$ cat config.mk
export PLATFORM = sky130hd
export DESIGN_NAME = polyline_adaptive_subdivider_core_flat
export DESIGN_NICKNAME = d
export VERILOG_FILES = /design/src/sv/pas_pkg.sv /design/src/sv/pas_if.sv /design/src/sv/polyline_adaptive_subdivider_core.sv /design/src/flat_wrapper.sv
export SDC_FILE = /design/constraint.sdc
export NUM_CORES = 2
export LEC_CHECK = 0
export ABC_AREA = 1
export BUFFER_PORTS_ARGS = -buffer_cell sky130_fd_sc_hd__buf_2
export CAP_MARGIN = 10
export CORE_ASPECT_RATIO = 1.4
export CORE_MARGIN = 4
export CORE_UTILIZATION = 50
export DETAILED_ROUTE_END_ITERATION = 10
export GPL_TIMING_DRIVEN = 0
export PLACE_DENSITY = 0.67
export SLEW_MARGIN = 20
export SYNTH_ARGS = -nofsm -noshare
export SYNTH_HDL_FRONTEND = slang
export SYNTH_SLANG_ARGS = --single-unit
$ cat constraint.sdc
create_clock -name clk_i -period 33.9 [get_ports clk_i]
set_input_delay 6.78 -clock clk_i [delete_from_list [all_inputs] [get_ports clk_i]]
set_output_delay 6.78 -clock clk_i [all_outputs]
set_load 0.01 [all_outputs]
$ cat src/sv/pas_pkg.sv
// shared types and constants for the polyline adaptive subdivider
// no dependencies; used by the channel interfaces and the core
package pas_pkg;

  localparam int COORD_W      = 20;
  localparam int TYPE_W       = 8;
  localparam int CFG_W        = 16;
  localparam int PADDR_W      = 3;
  localparam int PDATA_W      = 32;
  localparam int MAX_PIECES_DEF = 32;

  localparam logic [CFG_W-1:0] INTERVAL_RESET = 16'd256;

  localparam int TYPE_MARKER_BIT = 5;
  localparam int TYPE_END_BIT    = 7;

  // register index, taken from the word address bit
  localparam logic REG_INTERVAL = 1'b0;

  typedef struct packed {
    logic signed [COORD_W-1:0] point_x;
    logic signed [COORD_W-1:0] point_y;
    logic [TYPE_W-1:0]         point_type;
  } point_t;

  typedef struct packed {
    logic signed [COORD_W-1:0] seg_start_x;
    logic signed [COORD_W-1:0] seg_start_y;
    logic signed [COORD_W-1:0] seg_end_x;
    logic signed [COORD_W-1:0] seg_end_y;
    logic                      opens_figure;
    logic                      sets_marker;
    logic                      closes_figure;
    logic                      last_of_run;
  } seg_t;

  typedef enum logic [3:0] {
    ST_IDLE,
    ST_MUL_X,
    ST_MUL_Y,
    ST_SQRT,
    ST_QUOT,
    ST_DIV_X,
    ST_DIV_Y,
    ST_EMIT
  } state_e;

endpackage

$ cat src/sv/pas_if.sv
// valid/ready channel interfaces for points in and segments out
// depends on pas_pkg
interface pas_point_if;
  import pas_pkg::*;
  logic   valid;
  logic   ready;
  point_t data;
  modport source (output valid, output data, input ready);
  modport sink (input valid, input data, output ready);
endinterface

interface pas_seg_if;
  import pas_pkg::*;
  logic valid;
  logic ready;
  seg_t data;
  modport source (output valid, output data, input ready);
  modport sink (input valid, input data, output ready);
endinterface

$ cat src/sv/polyline_adaptive_subdivider_core.sv
// polyline subdivider core: sequencer around one multiplier, sqrt, divider and stepper
// depends on pas_pkg and the channel interfaces in pas_if.sv
// A point is taken only while the core is idle. An edge runs through the multiply, square
// root, count, divide and emit steps in that order, and the emit step holds while the
// segment output is stalled; a figure end adds the same again for the closing edge. The
// time per point is set mostly by the shared serial square root and divider.
module polyline_adaptive_subdivider_core #(
  parameter int MAX_PIECES = pas_pkg::MAX_PIECES_DEF
) (
  input  logic                        clk_i,
  input  logic                        rst_ni,
  pas_point_if.sink                   point_i,
  pas_seg_if.source                   seg_o,
  input  logic                        psel,
  input  logic                        penable,
  input  logic                        pwrite,
  input  logic [pas_pkg::PADDR_W-1:0] paddr,
  input  logic [pas_pkg::PDATA_W-1:0] pwdata,
  output logic [pas_pkg::PDATA_W-1:0] prdata,
  output logic                        pready
);
  import pas_pkg::*;

  localparam int CNT_W = $clog2(MAX_PIECES + 1);
  localparam int DEN_W = CNT_W + 1;
  localparam int D_W   = COORD_W + 1;
  localparam int SQ_W  = 2 * D_W;
  localparam int RT_W  = D_W + 1;
  localparam int DV_W  = D_W + 1;
  localparam int Q_W   = DV_W + 1;
  localparam int SQRT_STEPS = SQ_W / 2;
  localparam int DIV_STEPS  = DV_W;
  localparam logic [CNT_W-1:0] MAX_CNT = CNT_W'(MAX_PIECES);

  state_e state_q, state_d;

  logic [CFG_W-1:0] interval_q;

  logic signed [COORD_W-1:0] prev_x_q, prev_y_q, cur_x_q, cur_y_q, fig_x_q, fig_y_q;
  logic signed [COORD_W-1:0] prev_x_d, prev_y_d, cur_x_d, cur_y_d, fig_x_d, fig_y_d;
  logic [TYPE_W-1:0] prev_type_q, prev_type_d, cur_type_q, cur_type_d;
  logic have_prev_q, have_prev_d, skip_q, skip_d, opens_q, opens_d;
  logic edge_close_q, edge_close_d;

  logic [SQ_W-1:0] s_q, s_d, r_q, r_d;
  logic [4:0] it_q, it_d;
  logic [RT_W-1:0] root_q, root_d;
  logic [CNT_W-1:0] cnt_q, cnt_d, n_q, n_d, m_q, m_d, k_q, k_d;

  logic [DV_W-1:0] dv_q, dv_d;
  logic [DEN_W-1:0] drem_q, drem_d;
  logic dneg_q, dneg_d;
  logic signed [Q_W-1:0] qx_q, qx_d, qy_q, qy_d, accx_q, accx_d, accy_q, accy_d;
  logic [DEN_W-1:0] rx_q, rx_d, ry_q, ry_d, remx_q, remx_d, remy_q, remy_d;
  logic signed [COORD_W-1:0] px_q, px_d, py_q, py_d;

  logic seg_valid_q, seg_valid_d;
  seg_t seg_q, seg_d;

  // edge endpoints
  logic signed [COORD_W-1:0] ax, ay, bx, by;
  logic signed [D_W-1:0] dx, dy, dsel;
  logic signed [SQ_W-1:0] prod;
  logic [SQ_W-1:0] sbit, strial;
  logic [CNT_W-1:0] n_cur, limit;
  logic [DEN_W-1:0] den;
  logic [DEN_W:0] rr;
  logic [DV_W-1:0] qfin;
  logic [DEN_W-1:0] rfin;
  logic signed [Q_W-1:0] qadj;
  logic [DEN_W-1:0] radj;
  logic [DEN_W:0] sumx, sumy;
  logic cx, cy;
  logic signed [Q_W-1:0] nqx, nqy;
  logic signed [COORD_W-1:0] nx, ny;
  logic is_end, more_close, cfg_wr;

  assign pready = 1'b1;
  assign cfg_wr = psel && penable && pwrite;
  assign prdata = (paddr[2] == REG_INTERVAL) ? PDATA_W'(interval_q) : '0;

  assign ax = edge_close_q ? cur_x_q : prev_x_q;
  assign ay = edge_close_q ? cur_y_q : prev_y_q;
  assign bx = edge_close_q ? fig_x_q : cur_x_q;
  assign by = edge_close_q ? fig_y_q : cur_y_q;
  assign dx = D_W'(bx) - D_W'(ax);
  assign dy = D_W'(by) - D_W'(ay);
  assign dsel = (state_q == ST_MUL_Y) ? dy : dx;
  assign prod = SQ_W'(dsel) * SQ_W'(dsel);

  assign sbit   = SQ_W'(1) << (SQ_W - 2 - 2 * it_q);
  assign strial = r_q + sbit;

  assign is_end     = cur_type_q[TYPE_END_BIT];
  assign more_close = is_end && (m_q > CNT_W'(1));
  assign n_cur      = edge_close_q ? m_q : n_q;
  assign den        = {n_cur, 1'b0};
  assign limit      = edge_close_q ? m_q - CNT_W'(1) : n_q;

  // one restoring divide step on the magnitude of 2d
  assign rr   = {drem_q, dv_q[DV_W-1]};
  assign qfin = {dv_q[DV_W-2:0], (rr >= (DEN_W+1)'(den))};
  assign rfin = (rr >= (DEN_W+1)'(den)) ? DEN_W'(rr - (DEN_W+1)'(den)) : DEN_W'(rr);
  always_comb begin
    if (!dneg_q) begin
      qadj = Q_W'(qfin);
      radj = rfin;
    end else if (rfin == '0) begin
      qadj = -Q_W'(qfin);
      radj = '0;
    end else begin
      qadj = -(Q_W'(qfin) + Q_W'(1));
      radj = den - rfin;
    end
  end

  // stepping the rounded piece point
  assign sumx = (DEN_W+1)'(remx_q) + (DEN_W+1)'(rx_q);
  assign sumy = (DEN_W+1)'(remy_q) + (DEN_W+1)'(ry_q);
  assign cx   = sumx >= (DEN_W+1)'(den);
  assign cy   = sumy >= (DEN_W+1)'(den);
  assign nqx  = accx_q + qx_q + Q_W'(cx);
  assign nqy  = accy_q + qy_q + Q_W'(cy);
  assign nx   = COORD_W'(Q_W'(ax) + nqx);
  assign ny   = COORD_W'(Q_W'(ay) + nqy);

  always_comb begin
    logic signed [D_W-1:0] dd;
    logic [DV_W-1:0] twod;
    logic [CNT_W-1:0] cdone;
    logic [SQ_W-1:0] sqsum;
    state_d = state_q;
    prev_x_d = prev_x_q; prev_y_d = prev_y_q; prev_type_d = prev_type_q;
    cur_x_d = cur_x_q; cur_y_d = cur_y_q; cur_type_d = cur_type_q;
    fig_x_d = fig_x_q; fig_y_d = fig_y_q;
    have_prev_d = have_prev_q; skip_d = skip_q; opens_d = opens_q;
    edge_close_d = edge_close_q;
    s_d = s_q; r_d = r_q; it_d = it_q; root_d = root_q;
    cnt_d = cnt_q; n_d = n_q; m_d = m_q; k_d = k_q;
    dv_d = dv_q; drem_d = drem_q; dneg_d = dneg_q;
    qx_d = qx_q; qy_d = qy_q; rx_d = rx_q; ry_d = ry_q;
    accx_d = accx_q; accy_d = accy_q; remx_d = remx_q; remy_d = remy_q;
    px_d = px_q; py_d = py_q;
    seg_d = seg_q;
    seg_valid_d = seg_valid_q && !seg_o.ready;
    point_i.ready = (state_q == ST_IDLE);
    cdone = (cnt_q == '0) ? CNT_W'(1) : cnt_q;
    dd = (state_q == ST_DIV_Y) ? dy : dx;
    twod = dd[D_W-1] ? DV_W'(-{dd, 1'b0}) : DV_W'({dd, 1'b0});
    sqsum = s_q + SQ_W'(prod);

    unique case (state_q)
      ST_IDLE: begin
        if (point_i.valid) begin
          if (!have_prev_q || skip_q) begin
            have_prev_d = 1'b1;
            skip_d = 1'b0;
            prev_x_d = point_i.data.point_x;
            prev_y_d = point_i.data.point_y;
            prev_type_d = point_i.data.point_type;
          end else begin
            cur_x_d = point_i.data.point_x;
            cur_y_d = point_i.data.point_y;
            cur_type_d = point_i.data.point_type;
            opens_d = (prev_type_q == '0);
            if (prev_type_q == '0) begin
              fig_x_d = prev_x_q;
              fig_y_d = prev_y_q;
            end
            edge_close_d = 1'b0;
            state_d = ST_MUL_X;
          end
        end
      end
      ST_MUL_X: begin
        s_d = SQ_W'(prod);
        state_d = ST_MUL_Y;
      end
      ST_MUL_Y: begin
        s_d = sqsum;
        r_d = '0;
        it_d = '0;
        state_d = ST_SQRT;
      end
      ST_SQRT: begin
        if (s_q >= strial) begin
          s_d = s_q - strial;
          r_d = (r_q >> 1) + sbit;
        end else begin
          r_d = r_q >> 1;
        end
        it_d = it_q + 5'd1;
        if (it_q == 5'(SQRT_STEPS - 1)) begin
          state_d = ST_QUOT;
          cnt_d = '0;
        end
      end
      ST_QUOT: begin
        if (r_q != '0 && it_q == 5'(SQRT_STEPS)) begin
          root_d = RT_W'(r_q);
        end
        it_d = '0;
        if (it_q == 5'(SQRT_STEPS)) begin
          root_d = RT_W'(r_q);
        end else if (interval_q == '0) begin
          cnt_d = MAX_CNT;
        end else if (root_q >= RT_W'(interval_q) && cnt_q < MAX_CNT) begin
          root_d = root_q - RT_W'(interval_q);
          cnt_d = cnt_q + CNT_W'(1);
        end
        if (it_q != 5'(SQRT_STEPS) &&
            (interval_q == '0 || root_q < RT_W'(interval_q) || cnt_q >= MAX_CNT)) begin
          if (interval_q == '0) cdone = MAX_CNT;
          if (!edge_close_q) begin
            n_d = cdone;
            if (is_end) begin
              edge_close_d = 1'b1;
              state_d = ST_MUL_X;
            end else begin
              state_d = ST_DIV_X;
            end
          end else begin
            m_d = cdone;
            edge_close_d = 1'b0;
            state_d = ST_DIV_X;
          end
          it_d = 5'd31;
        end
      end
      ST_DIV_X, ST_DIV_Y: begin
        // it_q of all ones marks the load cycle
        if (it_q == 5'd31) begin
          dv_d = twod;
          dneg_d = dd[D_W-1];
          drem_d = '0;
          it_d = '0;
        end else begin
          dv_d = qfin;
          drem_d = rfin;
          it_d = it_q + 5'd1;
          if (it_q == 5'(DIV_STEPS - 1)) begin
            if (state_q == ST_DIV_X) begin
              qx_d = qadj;
              rx_d = radj;
              it_d = 5'd31;
              state_d = ST_DIV_Y;
            end else begin
              qy_d = qadj;
              ry_d = radj;
              accx_d = '0;
              accy_d = '0;
              remx_d = DEN_W'(n_cur);
              remy_d = DEN_W'(n_cur);
              px_d = ax;
              py_d = ay;
              k_d = CNT_W'(1);
              state_d = ST_EMIT;
            end
          end
        end
      end
      ST_EMIT: begin
        if (!seg_valid_q || seg_o.ready) begin
          seg_valid_d = 1'b1;
          seg_d.seg_start_x = px_q;
          seg_d.seg_start_y = py_q;
          seg_d.seg_end_x = nx;
          seg_d.seg_end_y = ny;
          seg_d.opens_figure = !edge_close_q && (k_q == CNT_W'(1)) && opens_q;
          seg_d.sets_marker = !edge_close_q && (k_q == limit) &&
                              cur_type_q[TYPE_MARKER_BIT];
          seg_d.last_of_run = (k_q == limit) && (edge_close_q || !more_close);
          seg_d.closes_figure = seg_d.last_of_run && is_end;
          px_d = nx;
          py_d = ny;
          accx_d = nqx;
          accy_d = nqy;
          remx_d = cx ? DEN_W'(sumx - (DEN_W+1)'(den)) : DEN_W'(sumx);
          remy_d = cy ? DEN_W'(sumy - (DEN_W+1)'(den)) : DEN_W'(sumy);
          k_d = k_q + CNT_W'(1);
          if (k_q == limit) begin
            if (!edge_close_q && more_close) begin
              edge_close_d = 1'b1;
              it_d = 5'd31;
              state_d = ST_DIV_X;
            end else begin
              prev_x_d = cur_x_q;
              prev_y_d = cur_y_q;
              prev_type_d = cur_type_q;
              skip_d = is_end;
              state_d = ST_IDLE;
            end
          end
        end
      end
      default: state_d = ST_IDLE;
    endcase
  end

  assign seg_o.valid = seg_valid_q;
  assign seg_o.data  = seg_q;

  always_ff @(posedge clk_i or negedge rst_ni) begin
    if (!rst_ni) begin
      state_q <= ST_IDLE;
      interval_q <= INTERVAL_RESET;
      prev_x_q <= '0; prev_y_q <= '0; prev_type_q <= '0;
      fig_x_q <= '0; fig_y_q <= '0;
      have_prev_q <= 1'b0; skip_q <= 1'b0;
      seg_valid_q <= 1'b0;
      edge_close_q <= 1'b0;
      it_q <= '0;
    end else begin
      state_q <= state_d;
      if (cfg_wr && paddr[2] == REG_INTERVAL) interval_q <= pwdata[CFG_W-1:0];
      prev_x_q <= prev_x_d; prev_y_q <= prev_y_d; prev_type_q <= prev_type_d;
      fig_x_q <= fig_x_d; fig_y_q <= fig_y_d;
      have_prev_q <= have_prev_d; skip_q <= skip_d;
      seg_valid_q <= seg_valid_d;
      edge_close_q <= edge_close_d;
      it_q <= it_d;
    end
  end

  always_ff @(posedge clk_i) begin
    cur_x_q <= cur_x_d; cur_y_q <= cur_y_d; cur_type_q <= cur_type_d;
    opens_q <= opens_d;
    s_q <= s_d; r_q <= r_d; root_q <= root_d;
    cnt_q <= cnt_d; n_q <= n_d; m_q <= m_d; k_q <= k_d;
    dv_q <= dv_d; drem_q <= drem_d; dneg_q <= dneg_d;
    qx_q <= qx_d; qy_q <= qy_d; rx_q <= rx_d; ry_q <= ry_d;
    accx_q <= accx_d; accy_q <= accy_d; remx_q <= remx_d; remy_q <= remy_d;
    px_q <= px_d; py_q <= py_d;
    seg_q <= seg_d;
  end

  a_emit_range: assert property (@(posedge clk_i) disable iff (!rst_ni)
    state_q == ST_EMIT |-> k_q >= CNT_W'(1) && k_q <= limit)
    else $error("piece index out of range");

  a_close_is_last: assert property (@(posedge clk_i) disable iff (!rst_ni)
    seg_valid_q && seg_q.closes_figure |-> seg_q.last_of_run)
    else $error("close flag off the final beat");

  a_div_den: assert property (@(posedge clk_i) disable iff (!rst_ni)
    (state_q == ST_DIV_X || state_q == ST_DIV_Y) |-> n_cur != '0)
    else $error("zero piece count in divide");

  a_last_to_idle: assert property (@(posedge clk_i) disable iff (!rst_ni)
    state_q == ST_EMIT && seg_valid_d && !seg_valid_q && seg_d.last_of_run
      |=> state_q == ST_IDLE)
    else $error("sequencer kept busy after final beat");

endmodule
$ cat src/flat_wrapper.sv
// flat-port wrapper written by rule: the top's interface ports become plain ports
module polyline_adaptive_subdivider_core_flat import pas_pkg::*;
#(
  parameter int MAX_PIECES = pas_pkg::MAX_PIECES_DEF
)
  (clk_i, rst_ni, psel, penable, pwrite, paddr, pwdata, prdata, pready, point_i_valid, point_i_data, point_i_ready, seg_o_valid, seg_o_data, seg_o_ready);
  pas_point_if point_i_i ();
  pas_seg_if seg_o_i ();
  input  logic clk_i;
  input  logic rst_ni;
  input  logic psel;
  input  logic penable;
  input  logic pwrite;
  input  logic [pas_pkg::PADDR_W-1:0] paddr;
  input  logic [pas_pkg::PDATA_W-1:0] pwdata;
  output logic [pas_pkg::PDATA_W-1:0] prdata;
  output logic pready;
  input wire logic [$bits(point_i_i.valid)-1:0] point_i_valid;
  input wire logic [$bits(point_i_i.data)-1:0] point_i_data;
  output wire logic [$bits(point_i_i.ready)-1:0] point_i_ready;
  output wire logic [$bits(seg_o_i.valid)-1:0] seg_o_valid;
  output wire logic [$bits(seg_o_i.data)-1:0] seg_o_data;
  input wire logic [$bits(seg_o_i.ready)-1:0] seg_o_ready;
  assign point_i_i.valid = point_i_valid;
  assign point_i_i.data = point_i_data;
  assign point_i_ready = point_i_i.ready;
  assign seg_o_valid = seg_o_i.valid;
  assign seg_o_data = seg_o_i.data;
  assign seg_o_i.ready = seg_o_ready;
  polyline_adaptive_subdivider_core #(.MAX_PIECES(MAX_PIECES)) u_core (.clk_i(clk_i), .rst_ni(rst_ni), .point_i(point_i_i), .seg_o(seg_o_i), .psel(psel), .penable(penable), .pwrite(pwrite), .paddr(paddr), .pwdata(pwdata), .prdata(prdata), .pready(pready));
endmodule
==> results.sh <==
export IMPL_status="finished clean"
export IMPL_antennaDiodeCount=0
export IMPL_clock_sinks=557
export IMPL_grt_pass1_wl_mm=290
export IMPL_synth_area_um2=57800
export IMPL_wl_mm=190
export IMPL_multiInputGateArea_um2=35800
export IMPL_netlist_area_leader_share=0.229
export IMPL_rsz0062_at_grt="no"
export IMPL_die_x_um=295
export IMPL_wl_per_cell_um=20.6
export IMPL_critPathRequiredTime_ns=34.31
export IMPL_maxCapViolCount=0
export IMPL_ctsResizeCount=0
export IMPL_yosysWarnings=0
export IMPL_grt_pass1_vias=52000
export IMPL_dr_total_vias=52200
export IMPL_synth_edf_count=441
export IMPL_post_route_min_period_ns=15.36
export IMPL_yosysTopAreaCell="edfxtp_1"
export IMPL_cts_root_buf="clkbuf_16"
export IMPL_dp_final_hpwl_mm=159
export IMPL_yosysSeqAreaShare=0.279
export IMPL_htree_levels=2
export IMPL_async_reset_ff_frac=0.208
export IMPL_crit_fanout=10
export IMPL_setup_viol=0
export IMPL_drive_above_1_share=0.0561
export IMPL_critPathKind="register to register"
export IMPL_hold_class="register to register"
export IMPL_max_slew_margin=0.238
export IMPL_ys_top_cells_by_area="edfxtp_1, fa_1, nand2_1, ha_1, inv_1"
export IMPL_crit_arrival_ns=15.77
export IMPL_cts_setup_buffers=0
export IMPL_endpoint_kind="register"
export IMPL_final_max_slew_viol_count=0
export IMPL_final_util=0.549
export IMPL_io_pins=209
export IMPL_skew_ns=0.103
export IMPL_synth_seq_cells=557
export IMPL_grt_usage=0.310
export IMPL_worst_pin_slew_ns=1.14
export IMPL_layout_common_cells="nand2_1, inv_1, nor2_1"
export IMPL_antenna_found_initial=2
export IMPL_startpoint_type="register"
export IMPL_fin_tns_setup_ns=0
export IMPL_place_congestion=0.988
export IMPL_fillCellCount=11100
export IMPL_ctsHoldBuffers=0
export IMPL_viasPerCell=5.64
export IMPL_final_hold_violation_count=0
export IMPL_numPortBuffers=172
export IMPL_synthFlopType="edfxtp_1"
export IMPL_core_um2=115000
export IMPL_drt_pass1_iter_count=7
export IMPL_fin_area_um2=63000
export IMPL_yosys_cell_types_count=61
export IMPL_grt_overflow=0
export IMPL_min_period_over_period=0.453
export IMPL_grt_max_degree=87
export IMPL_die_h_um=410
export IMPL_die_area_um2=121000
export IMPL_ant_nets=0
export IMPL_fmax_mhz=65.1
export IMPL_clock_path_buffers=3
export IMPL_syn_to_final_growth_pct=8.93
export IMPL_synth_cells=7430
export IMPL_start_util=0.504
export IMPL_max_stage_delay_ns=0.97
export IMPL_num_rows=147
export IMPL_cts_buffers_inserted=57
export IMPL_drc=0
export IMPL_cpMaxStageDelayCell="fa_1"
export IMPL_drtIter0Drc=4321
export IMPL_cts_tree="yes"
export IMPL_postSynthAreaPerCell_um2=7.78
export IMPL_seq_area_um2=16100
export IMPL_clock_latency_ns=0.71
export IMPL_final_nets=8659
export IMPL_placed_cell_area_um2=61100
export IMPL_final_common_cell="nand2_1"
export IMPL_path_clk_slew_ns=0.06
## synth_stat cells, types with 44 or more instances
library cell,count
inv_1,1341
o21ai_0,481
nand3_1,322
fa_1,434
nand4_1,90
nor2_1,705
nand2_1,1475
nor3_1,101
nor4_1,44
a31oi_1,50
xnor2_1,76
a21oi_1,436
o21ai_1,122
clkbuf_1,116
xor2_1,186
edfxtp_1,441
ha_1,426
dfrtp_1,115
o211ai_1,108
## sequential cells by signal, indices dropped and copies added, names as in the netlist, 22 cells and up
name,count
u_core.dv_q,22
u_core.seg_o.data,84
u_core.r_q,42
u_core.s_q,42
u_core.root_q,22
## logic make-up after synthesis
group	count (synthesis)	synth area share
AO/OA/AOI/OAI	1376	0.133
XOR/XNOR	262	0.0397
adder cells (fa/ha/maj)	860	0.242
buffers and inverters	1562	0.104
flip-flops	557	0.279
other	2	0.000130
AND/OR/NAND/NOR	2811	0.201
## worst max-delay path: cells and delay by family (launching register included)
family	cells	cell delay [ns]
adders and majority gates	10	5.44
buffers and inverters	16	4.89
and+or+nand+nor	19	2.90
AOI/OAI and AO/OA	7	1.37
DFF	1	0.43
## routing by layer
metal  vias up  track usage  routed length, um
met5         -            0                 13
met4         2        0.192              14700
met3       528       0.0372              11300
met2      1915        0.550              94000
met1     25000        0.356              70400
li1      24800            -                  -
## path summary, 6_finish.rpt
check / startpoint / endpoint / slack (ns) / depth (start not counted)
min reg2reg: u_core.py_q[18] / u_core.seg_o.data[62] / 0.42 / 0
max reg2reg: u_core.edge_close_q / u_core.s_q[35] / 18.54 / 52
min: u_core.py_q[18] / u_core.seg_o.data[62] / 0.42 / 0
min in group asynchronous: rst_ni / u_core.interval_q[1] / 5.95 / 1
max in group asynchronous: rst_ni / u_core.fig_y_q[18] / 27.02 / 2
max: u_core.edge_close_q / u_core.s_q[35] / 18.54 / 52
## layout make-up
| type | count | area share |
|---|---|---|
| sequential | 557 | 0.256 |
| clock buffer | 76 | 0.0247 |
| inverter | 1376 | 0.0821 |
| tap | 1490 | 0.0296 |
| multi-input combinational | 5326 | 0.568 |
| clock inverter | 32 | 0.00524 |
| buffer | 186 | 0.0133 |
| timing repair buffer | 205 | 0.0205 |
## stage by stage
step                      setup slack [ns]  hold WS [ns]  std cells
after floorplan                      18.98         0.400       7445
after global placement               14.41         0.400       9107
after detailed placement             18.95         0.405       9140
after CTS                            18.86         0.418       9248
after global routing                 17.87         0.419       9248
final                                18.54         0.416       9248
Power is not shown: default switching activity piles up to over one toggle a cycle in this logic, so the estimate is an artifact.
